`src/design/assert_macros.svh`:
```
`ifndef ASSERT_MACROS_SVH
`define ASSERT_MACROS_SVH

// clocked check, off while reset is held
`define DSTM_ASSERT(label, prop, msg) \
    label: assert property (@(posedge aclk) disable iff (!aresetn) (prop)) \
        else $error(msg);

// clocked implication, off while reset is held
`define DSTM_ASSERT_IMP(label, ante, cons, msg) \
    label: assert property (@(posedge aclk) disable iff (!aresetn) (ante) |-> (cons)) \
        else $error(msg);

`endif

```
`src/design/dstm_pkg.sv`:
```
`default_nettype none

package dstm_pkg;

    localparam int STAMP_W  = 63;
    localparam int TAG_W    = 16;
    localparam int EVENT_W  = 2;
    localparam int TOL_W    = 32;
    localparam int LIMIT_W  = 5;
    localparam int SUM_W    = STAMP_W + 1;
    localparam int ENTRY_W  = STAMP_W + TAG_W;

    localparam int QUEUE_DEPTH_DEF = 16;

    localparam logic [TOL_W-1:0]   TOL_RESET   = 32'd2000000;
    localparam logic [LIMIT_W-1:0] LIMIT_RESET = 5'd10;

    localparam int S_TDATA_W = 80;
    localparam int S_TUSER_W = 1;
    localparam int M_TDATA_W = 96;
    localparam int M_TUSER_W = EVENT_W;
    localparam int M_PAD_W   = M_TDATA_W - STAMP_W - 2 * TAG_W;

    localparam int CFG_IDX_W  = 1;
    localparam int CFG_DATA_W = 32;

    typedef enum logic [CFG_IDX_W-1:0] {
        REG_TOLERANCE   = 1'b0,
        REG_QUEUE_LIMIT = 1'b1
    } cfg_reg_t;

    typedef enum logic [EVENT_W-1:0] {
        EV_PAIR   = 2'd0,
        EV_DISC_A = 2'd1,
        EV_DISC_B = 2'd2
    } event_t;

    typedef enum logic [1:0] {
        SRC_EVICT = 2'd0,
        SRC_PAIR  = 2'd1,
        SRC_DISA  = 2'd2,
        SRC_DISB  = 2'd3
    } push_src_t;

    typedef struct packed {
        logic      take_in;
        logic      wr_new;
        logic      rd_a_head;
        logic      rd_b_head;
        logic      pop_a_head;
        logic      pop_b_head;
        logic      capture_heads;
        logic      scan_clear;
        logic      scan_run;
        logic      push;
        push_src_t src;
        logic      flush;
        logic      shift_init;
        logic      shift_rd;
        logic      shift_wr;
        logic      dec_b;
    } cmd_t;

    typedef struct packed {
        logic kind_b;
        logic full_k;
        logic over_k;
        logic both_nonempty;
        logic scan_done;
        logic match;
        logic a_old;
        logic b_old;
        logic best_zero;
        logic shift_more;
        logic emit_ok;
        logic pend_v;
    } status_t;

endpackage

`default_nettype wire

```
`src/design/dstm_ram.sv`:
```
`default_nettype none

module dstm_ram #(
    parameter int WIDTH = 8,
    parameter int DEPTH = 16
) (
    input  wire logic                     aclk,
    input  wire logic                     we,
    input  wire logic [$clog2(DEPTH)-1:0] waddr,
    input  wire logic [WIDTH-1:0]         wdata,
    input  wire logic                     re,
    input  wire logic [$clog2(DEPTH)-1:0] raddr,
    output      logic [WIDTH-1:0]         rdata
);

    logic [WIDTH-1:0] mem [DEPTH];

    always_ff @(posedge aclk) begin
        if (we) begin
            mem[waddr] <= wdata;
        end
        if (re) begin
            rdata <= mem[raddr];
        end
    end

endmodule

`default_nettype wire

```
`src/design/dstm_ctrl.sv`:
```
`default_nettype none
`include "assert_macros.svh"

module dstm_ctrl (
    input  wire logic              aclk,
    input  wire logic              aresetn,
    input  wire logic              s_tvalid,
    output      logic              s_tready,
    input  wire dstm_pkg::status_t status,
    output      dstm_pkg::cmd_t    cmd
);

    typedef enum logic [10:0] {
        S_IDLE   = 11'b000_0000_0001,
        S_CHK    = 11'b000_0000_0010,
        S_WRITE  = 11'b000_0000_0100,
        S_LOOP   = 11'b000_0000_1000,
        S_HEAD   = 11'b000_0001_0000,
        S_SCAN   = 11'b000_0010_0000,
        S_DECIDE = 11'b000_0100_0000,
        S_PUSH   = 11'b000_1000_0000,
        S_SHRD   = 11'b001_0000_0000,
        S_SHWR   = 11'b010_0000_0000,
        S_FLUSH  = 11'b100_0000_0000
    } state_t;

    state_t              state_reg, state_next;
    logic                wrote_reg, wrote_next;
    dstm_pkg::push_src_t src_reg, src_next;

    always_ff @(posedge aclk) begin
        if (!aresetn) begin
            state_reg <= S_IDLE;
            wrote_reg <= 1'b0;
            src_reg   <= dstm_pkg::SRC_EVICT;
        end else begin
            state_reg <= state_next;
            wrote_reg <= wrote_next;
            src_reg   <= src_next;
        end
    end

    always_comb begin
        state_next = state_reg;
        wrote_next = wrote_reg;
        src_next   = src_reg;
        cmd        = '0;
        cmd.src    = src_reg;
        s_tready   = 1'b0;
        case (state_reg)
            S_IDLE: begin
                s_tready = 1'b1;
                if (s_tvalid) begin
                    cmd.take_in = 1'b1;
                    wrote_next  = 1'b0;
                    state_next  = S_CHK;
                end
            end
            // before the append: evict if full; after it: evict while over the limit
            S_CHK: begin
                if (wrote_reg ? status.over_k : status.full_k) begin
                    cmd.rd_a_head = !status.kind_b;
                    cmd.rd_b_head = status.kind_b;
                    src_next      = dstm_pkg::SRC_EVICT;
                    state_next    = S_PUSH;
                end else if (!wrote_reg) begin
                    state_next = S_WRITE;
                end else begin
                    state_next = S_LOOP;
                end
            end
            S_WRITE: begin
                cmd.wr_new = 1'b1;
                wrote_next = 1'b1;
                state_next = S_CHK;
            end
            S_LOOP: begin
                if (status.both_nonempty) begin
                    cmd.rd_a_head  = 1'b1;
                    cmd.rd_b_head  = 1'b1;
                    cmd.scan_clear = 1'b1;
                    state_next     = S_HEAD;
                end else begin
                    state_next = S_FLUSH;
                end
            end
            S_HEAD: begin
                cmd.capture_heads = 1'b1;
                state_next        = S_SCAN;
            end
            S_SCAN: begin
                cmd.scan_run = 1'b1;
                if (status.scan_done) begin
                    state_next = S_DECIDE;
                end
            end
            S_DECIDE: begin
                if (status.match) begin
                    src_next   = dstm_pkg::SRC_PAIR;
                    state_next = S_PUSH;
                end else if (status.a_old) begin
                    src_next   = dstm_pkg::SRC_DISA;
                    state_next = S_PUSH;
                end else if (status.b_old) begin
                    src_next   = dstm_pkg::SRC_DISB;
                    state_next = S_PUSH;
                end else begin
                    state_next = S_FLUSH;
                end
            end
            S_PUSH: begin
                if (status.emit_ok) begin
                    cmd.push = 1'b1;
                    case (src_reg)
                        dstm_pkg::SRC_EVICT: begin
                            cmd.pop_a_head = !status.kind_b;
                            cmd.pop_b_head = status.kind_b;
                            state_next     = S_CHK;
                        end
                        dstm_pkg::SRC_PAIR: begin
                            cmd.pop_a_head = 1'b1;
                            if (status.best_zero) begin
                                cmd.pop_b_head = 1'b1;
                                state_next     = S_LOOP;
                            end else begin
                                cmd.shift_init = 1'b1;
                                state_next     = S_SHRD;
                            end
                        end
                        dstm_pkg::SRC_DISA: begin
                            cmd.pop_a_head = 1'b1;
                            state_next     = S_LOOP;
                        end
                        dstm_pkg::SRC_DISB: begin
                            cmd.pop_b_head = 1'b1;
                            state_next     = S_LOOP;
                        end
                        default: begin
                            state_next = S_FLUSH;
                        end
                    endcase
                end
            end
            // close the gap in queue b behind the matched entry
            S_SHRD: begin
                if (status.shift_more) begin
                    cmd.shift_rd = 1'b1;
                    state_next   = S_SHWR;
                end else begin
                    cmd.dec_b  = 1'b1;
                    state_next = S_LOOP;
                end
            end
            S_SHWR: begin
                cmd.shift_wr = 1'b1;
                state_next   = S_SHRD;
            end
            S_FLUSH: begin
                if (status.emit_ok) begin
                    cmd.flush  = 1'b1;
                    state_next = S_IDLE;
                end
            end
            default: begin
                state_next = S_IDLE;
            end
        endcase
    end

    `DSTM_ASSERT_IMP(a_idle_no_pending, state_reg == S_IDLE, !status.pend_v, "result held at idle")
    `DSTM_ASSERT_IMP(a_write_not_full, state_reg == S_WRITE, !status.full_k, "append to full queue")

endmodule

`default_nettype wire

```
`src/design/dstm_datapath.sv`:
```
`default_nettype none
`include "assert_macros.svh"

module dstm_datapath #(
    parameter int QUEUE_DEPTH = dstm_pkg::QUEUE_DEPTH_DEF
) (
    input  wire logic                             aclk,
    input  wire logic                             aresetn,
    input  wire dstm_pkg::cmd_t                   cmd,
    output      dstm_pkg::status_t                status,
    input  wire logic [dstm_pkg::S_TDATA_W-1:0]   s_tdata,
    input  wire logic [dstm_pkg::S_TUSER_W-1:0]   s_tuser,
    output      logic                             m_tvalid,
    input  wire logic                             m_tready,
    output      logic [dstm_pkg::M_TDATA_W-1:0]   m_tdata,
    output      logic [dstm_pkg::M_TUSER_W-1:0]   m_tuser,
    output      logic                             m_tlast,
    input  wire logic                             cfg_valid,
    output      logic                             cfg_ready,
    input  wire logic [dstm_pkg::CFG_IDX_W-1:0]   cfg_index,
    input  wire logic [dstm_pkg::CFG_DATA_W-1:0]  cfg_data
);

    localparam int AW = $clog2(QUEUE_DEPTH);
    localparam int CW = $clog2(QUEUE_DEPTH + 1);
    localparam int SW = dstm_pkg::STAMP_W;
    localparam int TW = dstm_pkg::TAG_W;
    localparam int EW = dstm_pkg::ENTRY_W;

    typedef logic [dstm_pkg::SUM_W-1:0] sum_t;

    // physical slot of a logical queue position (ring buffer)
    function automatic logic [AW-1:0] phys(input logic [AW-1:0] head,
                                           input logic [CW-1:0] off);
        logic [CW:0] sum;
        sum = (CW+1)'(head) + (CW+1)'(off);
        if (sum >= (CW+1)'(QUEUE_DEPTH)) begin
            sum = sum - (CW+1)'(QUEUE_DEPTH);
        end
        return sum[AW-1:0];
    endfunction

    function automatic logic [AW-1:0] head_inc(input logic [AW-1:0] head);
        return (head == AW'(QUEUE_DEPTH - 1)) ? '0 : head + AW'(1);
    endfunction

    function automatic logic [SW-1:0] absdiff(input logic [SW-1:0] x,
                                              input logic [SW-1:0] y);
        return (x >= y) ? x - y : y - x;
    endfunction

    // configuration
    logic [dstm_pkg::TOL_W-1:0]   tol_reg;
    logic [dstm_pkg::LIMIT_W-1:0] limit_reg;
    logic [CW-1:0]                lim;

    // arriving frame
    logic          kind_reg;
    logic [SW-1:0] in_stamp_reg;
    logic [TW-1:0] in_tag_reg;

    // queue pointers
    logic [AW-1:0] a_head_reg, b_head_reg;
    logic [CW-1:0] a_cnt_reg, b_cnt_reg;

    // loop pass heads
    logic [SW-1:0] fa_reg, fb_reg;
    logic [TW-1:0] fa_tag_reg, fb_tag_reg;

    // scan pipeline
    logic [CW-1:0] scan_idx_reg;
    logic          s1_v_reg, s2_v_reg;
    logic [AW-1:0] s1_idx_reg, s2_idx_reg;
    logic [SW-1:0] s2_d_reg, s2_stamp_reg;
    logic [TW-1:0] s2_tag_reg;
    logic [SW-1:0] best_d_reg, best_stamp_reg;
    logic [TW-1:0] best_tag_reg;
    logic [AW-1:0] best_idx_reg;
    logic [CW-1:0] shift_idx_reg;

    // pending and output results
    logic                 pend_v_reg;
    dstm_pkg::event_t     pend_ev_reg, m_ev_reg;
    logic [TW-1:0]        pend_atag_reg, pend_btag_reg, m_atag_reg, m_btag_reg;
    logic [SW-1:0]        pend_stamp_reg, m_stamp_reg;
    logic                 m_valid_reg, m_last_reg;

    // memories
    logic          a_we, a_re, b_we, b_re;
    logic [AW-1:0] a_waddr, a_raddr, b_waddr, b_raddr;
    logic [EW-1:0] a_wdata, a_rdata, b_wdata, b_rdata;
    logic [SW-1:0] a_rd_stamp, b_rd_stamp;
    logic [TW-1:0] a_rd_tag, b_rd_tag;

    logic          scan_rd;
    logic [CW-1:0] shift_src;
    logic          out_free, move;
    logic [CW-1:0] cnt_k;

    dstm_pkg::event_t new_ev;
    logic [TW-1:0]    new_atag, new_btag;
    logic [SW-1:0]    new_stamp;

    assign a_rd_stamp = a_rdata[SW-1:0];
    assign a_rd_tag   = a_rdata[EW-1:SW];
    assign b_rd_stamp = b_rdata[SW-1:0];
    assign b_rd_tag   = b_rdata[EW-1:SW];

    always_comb begin
        if (limit_reg == '0) begin
            lim = CW'(1);
        end else if (int'(limit_reg) > QUEUE_DEPTH) begin
            lim = CW'(QUEUE_DEPTH);
        end else begin
            lim = CW'(limit_reg);
        end
    end

    assign cfg_ready = 1'b1;

    always_ff @(posedge aclk) begin
        if (!aresetn) begin
            tol_reg   <= dstm_pkg::TOL_RESET;
            limit_reg <= dstm_pkg::LIMIT_RESET;
        end else if (cfg_valid) begin
            case (dstm_pkg::cfg_reg_t'(cfg_index))
                dstm_pkg::REG_TOLERANCE:   tol_reg   <= cfg_data;
                dstm_pkg::REG_QUEUE_LIMIT: limit_reg <= cfg_data[dstm_pkg::LIMIT_W-1:0];
                default: ;
            endcase
        end
    end

    always_ff @(posedge aclk) begin
        if (cmd.take_in) begin
            kind_reg     <= s_tuser[0];
            in_stamp_reg <= s_tdata[SW-1:0];
            in_tag_reg   <= s_tdata[EW-1:SW];
        end
        if (cmd.capture_heads) begin
            fa_reg     <= a_rd_stamp;
            fa_tag_reg <= a_rd_tag;
            fb_reg     <= b_rd_stamp;
            fb_tag_reg <= b_rd_tag;
        end
    end

    // memory ports
    assign scan_rd   = cmd.scan_run && (scan_idx_reg < b_cnt_reg);
    assign shift_src = shift_idx_reg + CW'(1);

    assign a_re    = cmd.rd_a_head;
    assign a_raddr = a_head_reg;
    assign a_we    = cmd.wr_new && !kind_reg;
    assign a_waddr = phys(a_head_reg, a_cnt_reg);
    assign a_wdata = {in_tag_reg, in_stamp_reg};

    assign b_re    = cmd.rd_b_head || scan_rd || cmd.shift_rd;
    assign b_raddr = cmd.shift_rd ? phys(b_head_reg, shift_src) :
                     scan_rd      ? phys(b_head_reg, scan_idx_reg) : b_head_reg;
    assign b_we    = (cmd.wr_new && kind_reg) || cmd.shift_wr;
    assign b_waddr = cmd.shift_wr ? phys(b_head_reg, shift_idx_reg) :
                                    phys(b_head_reg, b_cnt_reg);
    assign b_wdata = cmd.shift_wr ? b_rdata : {in_tag_reg, in_stamp_reg};

    dstm_ram #(.WIDTH(EW), .DEPTH(QUEUE_DEPTH)) u_ram_a (
        .aclk  (aclk),
        .we    (a_we),
        .waddr (a_waddr),
        .wdata (a_wdata),
        .re    (a_re),
        .raddr (a_raddr),
        .rdata (a_rdata)
    );

    dstm_ram #(.WIDTH(EW), .DEPTH(QUEUE_DEPTH)) u_ram_b (
        .aclk  (aclk),
        .we    (b_we),
        .waddr (b_waddr),
        .wdata (b_wdata),
        .re    (b_re),
        .raddr (b_raddr),
        .rdata (b_rdata)
    );

    // queue pointers
    always_ff @(posedge aclk) begin
        if (!aresetn) begin
            a_head_reg <= '0;
            a_cnt_reg  <= '0;
            b_head_reg <= '0;
            b_cnt_reg  <= '0;
        end else begin
            if (cmd.wr_new && !kind_reg) begin
                a_cnt_reg <= a_cnt_reg + CW'(1);
            end else if (cmd.pop_a_head) begin
                a_head_reg <= head_inc(a_head_reg);
                a_cnt_reg  <= a_cnt_reg - CW'(1);
            end
            if (cmd.wr_new && kind_reg) begin
                b_cnt_reg <= b_cnt_reg + CW'(1);
            end else if (cmd.pop_b_head) begin
                b_head_reg <= head_inc(b_head_reg);
                b_cnt_reg  <= b_cnt_reg - CW'(1);
            end else if (cmd.dec_b) begin
                b_cnt_reg <= b_cnt_reg - CW'(1);
            end
        end
    end

    // scan over queue b: read, difference, compare (earliest wins a tie)
    always_ff @(posedge aclk) begin
        if (!aresetn) begin
            scan_idx_reg <= '0;
            s1_v_reg     <= 1'b0;
            s2_v_reg     <= 1'b0;
        end else begin
            if (cmd.scan_clear) begin
                scan_idx_reg <= '0;
            end else if (scan_rd) begin
                scan_idx_reg <= scan_idx_reg + CW'(1);
            end
            s1_v_reg <= scan_rd;
            s2_v_reg <= s1_v_reg;
        end
    end

    always_ff @(posedge aclk) begin
        if (scan_rd) begin
            s1_idx_reg <= scan_idx_reg[AW-1:0];
        end
        if (s1_v_reg) begin
            s2_idx_reg   <= s1_idx_reg;
            s2_d_reg     <= absdiff(b_rd_stamp, fa_reg);
            s2_stamp_reg <= b_rd_stamp;
            s2_tag_reg   <= b_rd_tag;
        end
        if (s2_v_reg && (s2_idx_reg == '0 || s2_d_reg < best_d_reg)) begin
            best_idx_reg   <= s2_idx_reg;
            best_d_reg     <= s2_d_reg;
            best_stamp_reg <= s2_stamp_reg;
            best_tag_reg   <= s2_tag_reg;
        end
        if (cmd.shift_init) begin
            shift_idx_reg <= CW'(best_idx_reg);
        end else if (cmd.shift_wr) begin
            shift_idx_reg <= shift_src;
        end
    end

    // result selection
    always_comb begin
        new_ev    = dstm_pkg::EV_PAIR;
        new_atag  = '0;
        new_btag  = '0;
        new_stamp = '0;
        case (cmd.src)
            dstm_pkg::SRC_EVICT: begin
                if (kind_reg) begin
                    new_ev    = dstm_pkg::EV_DISC_B;
                    new_btag  = b_rd_tag;
                    new_stamp = b_rd_stamp;
                end else begin
                    new_ev    = dstm_pkg::EV_DISC_A;
                    new_atag  = a_rd_tag;
                    new_stamp = a_rd_stamp;
                end
            end
            dstm_pkg::SRC_PAIR: begin
                new_ev    = dstm_pkg::EV_PAIR;
                new_atag  = fa_tag_reg;
                new_btag  = best_tag_reg;
                new_stamp = (fa_reg < best_stamp_reg) ? fa_reg : best_stamp_reg;
            end
            dstm_pkg::SRC_DISA: begin
                new_ev    = dstm_pkg::EV_DISC_A;
                new_atag  = fa_tag_reg;
                new_stamp = fa_reg;
            end
            dstm_pkg::SRC_DISB: begin
                new_ev    = dstm_pkg::EV_DISC_B;
                new_btag  = fb_tag_reg;
                new_stamp = fb_reg;
            end
            default: ;
        endcase
    end

    // one result is held back so the final one can carry last
    assign out_free = !m_valid_reg || m_tready;
    assign move     = (cmd.push || cmd.flush) && pend_v_reg;

    always_ff @(posedge aclk) begin
        if (!aresetn) begin
            pend_v_reg  <= 1'b0;
            m_valid_reg <= 1'b0;
        end else begin
            if (cmd.push) begin
                pend_v_reg <= 1'b1;
            end else if (cmd.flush) begin
                pend_v_reg <= 1'b0;
            end
            if (move) begin
                m_valid_reg <= 1'b1;
            end else if (m_tready) begin
                m_valid_reg <= 1'b0;
            end
        end
    end

    always_ff @(posedge aclk) begin
        if (move) begin
            m_ev_reg    <= pend_ev_reg;
            m_atag_reg  <= pend_atag_reg;
            m_btag_reg  <= pend_btag_reg;
            m_stamp_reg <= pend_stamp_reg;
            m_last_reg  <= cmd.flush;
        end
        if (cmd.push) begin
            pend_ev_reg    <= new_ev;
            pend_atag_reg  <= new_atag;
            pend_btag_reg  <= new_btag;
            pend_stamp_reg <= new_stamp;
        end
    end

    assign m_tvalid = m_valid_reg;
    assign m_tdata  = {{dstm_pkg::M_PAD_W{1'b0}}, m_stamp_reg, m_btag_reg, m_atag_reg};
    assign m_tuser  = m_ev_reg;
    assign m_tlast  = m_last_reg;

    // status
    assign cnt_k = kind_reg ? b_cnt_reg : a_cnt_reg;

    always_comb begin
        status               = '0;
        status.kind_b        = kind_reg;
        status.full_k        = (cnt_k == CW'(QUEUE_DEPTH));
        status.over_k        = (cnt_k > lim);
        status.both_nonempty = (a_cnt_reg != '0) && (b_cnt_reg != '0);
        status.scan_done     = (scan_idx_reg == b_cnt_reg) && !s1_v_reg && !s2_v_reg;
        status.match         = (best_d_reg <= SW'(tol_reg));
        status.a_old         = (sum_t'(fa_reg) + sum_t'(tol_reg)) < sum_t'(fb_reg);
        status.b_old         = (sum_t'(fb_reg) + sum_t'(tol_reg)) < sum_t'(fa_reg);
        status.best_zero     = (best_idx_reg == '0);
        status.shift_more    = (shift_src < b_cnt_reg);
        status.emit_ok       = !pend_v_reg || out_free;
        status.pend_v        = pend_v_reg;
    end

    `DSTM_ASSERT(a_cnt_bound, (a_cnt_reg <= CW'(QUEUE_DEPTH)) && (b_cnt_reg <= CW'(QUEUE_DEPTH)), "queue count above depth")
    `DSTM_ASSERT_IMP(a_scan_no_write, s1_v_reg || s2_v_reg, !b_we, "queue b written during scan")
    `DSTM_ASSERT_IMP(a_push_room, cmd.push && pend_v_reg, out_free, "result overwritten")

endmodule

`default_nettype wire

```
`src/design/dual_stream_timestamp_matcher.sv`:
```
// Pairs frames from two sources by timestamp. Each input transfer is one frame (tuser 0 for
// source A, 1 for source B) that is appended to its source queue, a ring buffer in a small
// memory; evictions for a full or over-limit queue come out first as discard results, then the
// block repeatedly takes the oldest A frame, scans queue B for the closest stamp and emits a
// pair, a discard, or stops. One item is handled at a time: s_tready is high only while the
// block waits for a frame. Each matching pass scans queue B through the single read port of the
// queue B memory, and the B entries behind a matched B entry are moved up one by one; a busy
// output stalls the block. The last result of an item carries tlast; an item that causes no
// result gives none. Configuration writes (index 0 tolerance_ns, index 1 queue_limit) are
// always accepted and must only be made while the block is idle. There is no memory clearing
// after reset.
`default_nettype none

module dual_stream_timestamp_matcher #(
    parameter int QUEUE_DEPTH = dstm_pkg::QUEUE_DEPTH_DEF
) (
    input  wire logic                             aclk,
    input  wire logic                             aresetn,
    input  wire logic                             s_tvalid,
    output      logic                             s_tready,
    input  wire logic [dstm_pkg::S_TDATA_W-1:0]   s_tdata,   // stamp, cloud_tag, pad
    input  wire logic [dstm_pkg::S_TUSER_W-1:0]   s_tuser,   // kind
    output      logic                             m_tvalid,
    input  wire logic                             m_tready,
    output      logic [dstm_pkg::M_TDATA_W-1:0]   m_tdata,   // a_tag, b_tag, pair_stamp, pad
    output      logic [dstm_pkg::M_TUSER_W-1:0]   m_tuser,   // event_res
    output      logic                             m_tlast,
    input  wire logic                             cfg_valid,
    output      logic                             cfg_ready,
    input  wire logic [dstm_pkg::CFG_IDX_W-1:0]   cfg_index,
    input  wire logic [dstm_pkg::CFG_DATA_W-1:0]  cfg_data
);

    dstm_pkg::cmd_t    cmd;
    dstm_pkg::status_t status;

    dstm_ctrl u_ctrl (
        .aclk     (aclk),
        .aresetn  (aresetn),
        .s_tvalid (s_tvalid),
        .s_tready (s_tready),
        .status   (status),
        .cmd      (cmd)
    );

    dstm_datapath #(.QUEUE_DEPTH(QUEUE_DEPTH)) u_datapath (
        .aclk      (aclk),
        .aresetn   (aresetn),
        .cmd       (cmd),
        .status    (status),
        .s_tdata   (s_tdata),
        .s_tuser   (s_tuser),
        .m_tvalid  (m_tvalid),
        .m_tready  (m_tready),
        .m_tdata   (m_tdata),
        .m_tuser   (m_tuser),
        .m_tlast   (m_tlast),
        .cfg_valid (cfg_valid),
        .cfg_ready (cfg_ready),
        .cfg_index (cfg_index),
        .cfg_data  (cfg_data)
    );

endmodule

`default_nettype wire

```
`config.mk`:
```
export PLATFORM = sky130hd
export DESIGN_NAME = dual_stream_timestamp_matcher
export DESIGN_NICKNAME = d
export VERILOG_FILES = /design/src/design/dstm_pkg.sv /design/src/design/dstm_ram.sv /design/src/design/dstm_ctrl.sv /design/src/design/dstm_datapath.sv /design/src/design/dual_stream_timestamp_matcher.sv
export VERILOG_INCLUDE_DIRS = /design/src /design/src/design
export SDC_FILE = /design/constraint.sdc
export NUM_CORES = 2
export LEC_CHECK = 0
export BUFFER_PORTS_ARGS = -buffer_cell sky130_fd_sc_hd__buf_4
export CORE_MARGIN = 5
export CORE_UTILIZATION = 40
export DETAILED_ROUTE_END_ITERATION = 8
export PLACE_DENSITY = 0.58
export SYNTH_ARGS = -nofsm -noshare
export SYNTH_HDL_FRONTEND = slang
export SYNTH_HIERARCHICAL = 1
export SYNTH_SLANG_ARGS = --single-unit
```
`constraint.sdc`:
```
create_clock -name aclk -period 58.2 [get_ports aclk]
set_clock_uncertainty 0.15 [all_clocks]
set_input_delay 11.64 -clock aclk [delete_from_list [all_inputs] [get_ports aclk]]
set_output_delay 11.64 -clock aclk [all_outputs]
set_load 0.1 [all_outputs]
```
==> results.cfg <==
[finish]
reg_top3 = u_datapath/u_ram_a/mem: 1264 flops, u_datapath/u_ram_b/mem: 1264 flops
stdcell_count = 14602
layout_common_cells = 3,419 x edfxtp_1, 632 x mux4_2, 558 x nand2_1
fin_util = 0.4531
drive_gt1_frac = 0.1830
syn_to_final_growth_pct = 12.98
fin_nets = 9945
final_area_um2 = 170000
final_common_cell = edfxtp_1

[yosys]
syn-cell-area_um2 = 150500
syn-num-nets = 9590
avgSynthCellArea_um2 = 16.82
yosysWarnings = 6
synthCells = 8945

[worst_setup_path]
required_ns = 46.41
crit_type = register to primary output
r2r_slack_ns = 50.19
crit_path_start_kind = register
path_max_fanout = 10
r2r-start = u_datapath/fa_reg[1]$_DFFE_PP_
r2r_end = u_ctrl/state_reg[7]$_SDFFE_PN0P_
crit_arrival_ns = 2.99
r2r_cells = 23
end_kind = primary output

[timing]
tightestPinTransition_ns = 1.236
tns_ns = 0
maxSlewViolCount = 0
fmax_ghz = 0.06768
rsz0062_at_grt = no
setup_slack_ns = 43.42
timing.slew.headroom = 0.1760
hold_viol = 0
post-route-min-period_ns = 14.78
period_share = 0.2539
hold_ws_ns = 0.2595
setup_viol = 0

[detailed_routing]
drtPass1Iterations = 6
drt_iter0_drc = 9185
via_count = 85530
drc = 0
detail_route.wl_per_cell_um = 30.91
via_per_inst = 5.857
ant_nets = 0
drt-total-wl_mm = 451.3

[clock_tree]
insertion_delay_ns = 0.95
cts_buffers = 368
cts_resized = 0
htreeDepth = 5
post-cts-setup-buffers = 0
cts_tree = done
clkTransAtPathRegs_ns = 0.06
root_buffer = clkbuf_16
clock_path_buffers = 4
cts.sinks = 3498
ctsHoldBuffers = 0

[placement]
port_buffers = 217
dpl_cell_area_um2 = 158200
place_hpwl_mm = 283.2
place.gp.congestion = 0.9293
dpl.cell_count = 13924
pre_cts_ws_ns = 43.36

[worst_hold_path]
hold_end = u_datapath/best_stamp_reg[61]$_DFFE_PP_
worstHoldPathCells = 0
worstHoldPathType = register to register
holdCritStartpoint = u_datapath/s2_stamp_reg[61]$_DFFE_PP_

[grt]
grt_pass1_wl_mm = 638.1
overflow = 0
grt_max_degree = 144
antenna_found_initial = 36
grt_pass1_vias = 85948
track_usage = 0.2268

[flow_run]
maxCapViolCount = 0

[floorplanning]
die_y_um = 623.4
start_util = 0.4010
core_um2 = 375300
fp-row-count = 225
die-area_um2 = 388600
die_width_um = 623.4
ios = 221

[power]
p_leak_nw = 57.10
ir_worst_vdd_mv = 0.02860
power_mw = 5.261
p_per_area_nw_per_um2 = 30.94

[outcome]
status = finished clean
==> final cells by class <==
type	count	area, um^2
Inverter	422	1589
Clock inverter	211	2037
Timing Repair Buffer	406	3173
Clock buffer	461	9747
Sequential cell	3498	104300
Fill cell	32179	205200
Antenna cell	6	15.01
Multi-Input combinational cell	4604	42970
Tap cell	4994	6248
==> routing by layer <==
layer | up-vias | track usage | wire [um]
met1 | 45168 | 0.3119 | 189000
met3 | 575 | 0.03150 | 28950
met5 | - | 0 | 0
li1 | 36484 | - | -
met4 | 0 | 0.05937 | 12680
met2 | 3303 | 0.3809 | 220700
==> how the worst max path moves through the flow <==
stage,slack (ns),startpoint,end,cells past startpoint
finish,43.42,u_ctrl/state_reg[5]$_SDFFE_PN0P_,s_tready,3
global route,43.23,u_ctrl/state_reg[5]$_SDFFE_PN0P_,s_tready,3
CTS,43.27,u_ctrl/state_reg[5]$_SDFFE_PN0P_,s_tready,3
detailed placement,43.36,m_tready,u_datapath/m_stamp_reg[15]$_DFFE_PP_,7
global placement,43.41,m_tready,u_datapath/m_stamp_reg[15]$_DFFE_PP_,7
floorplan,39.52,u_ctrl/state_reg[7]$_SDFFE_PN0P_,u_datapath/fa_reg[0]$_DFFE_PP_,4
==> worst max-delay path: stages (launching register included) <==
cell	delay, ns
dfxtp_1	0.42
or4_1	0.73
nor3_1	0.53
buf_4	0.39
==> power breakdown <==
part,internal (mW),switching [mW]
clock,1.31,0.989
combinational,0.0342,0.0791
sequential,2.81,0.0439
total,4.15,1.11
Note: power is estimated with default switching activity, not from simulation.
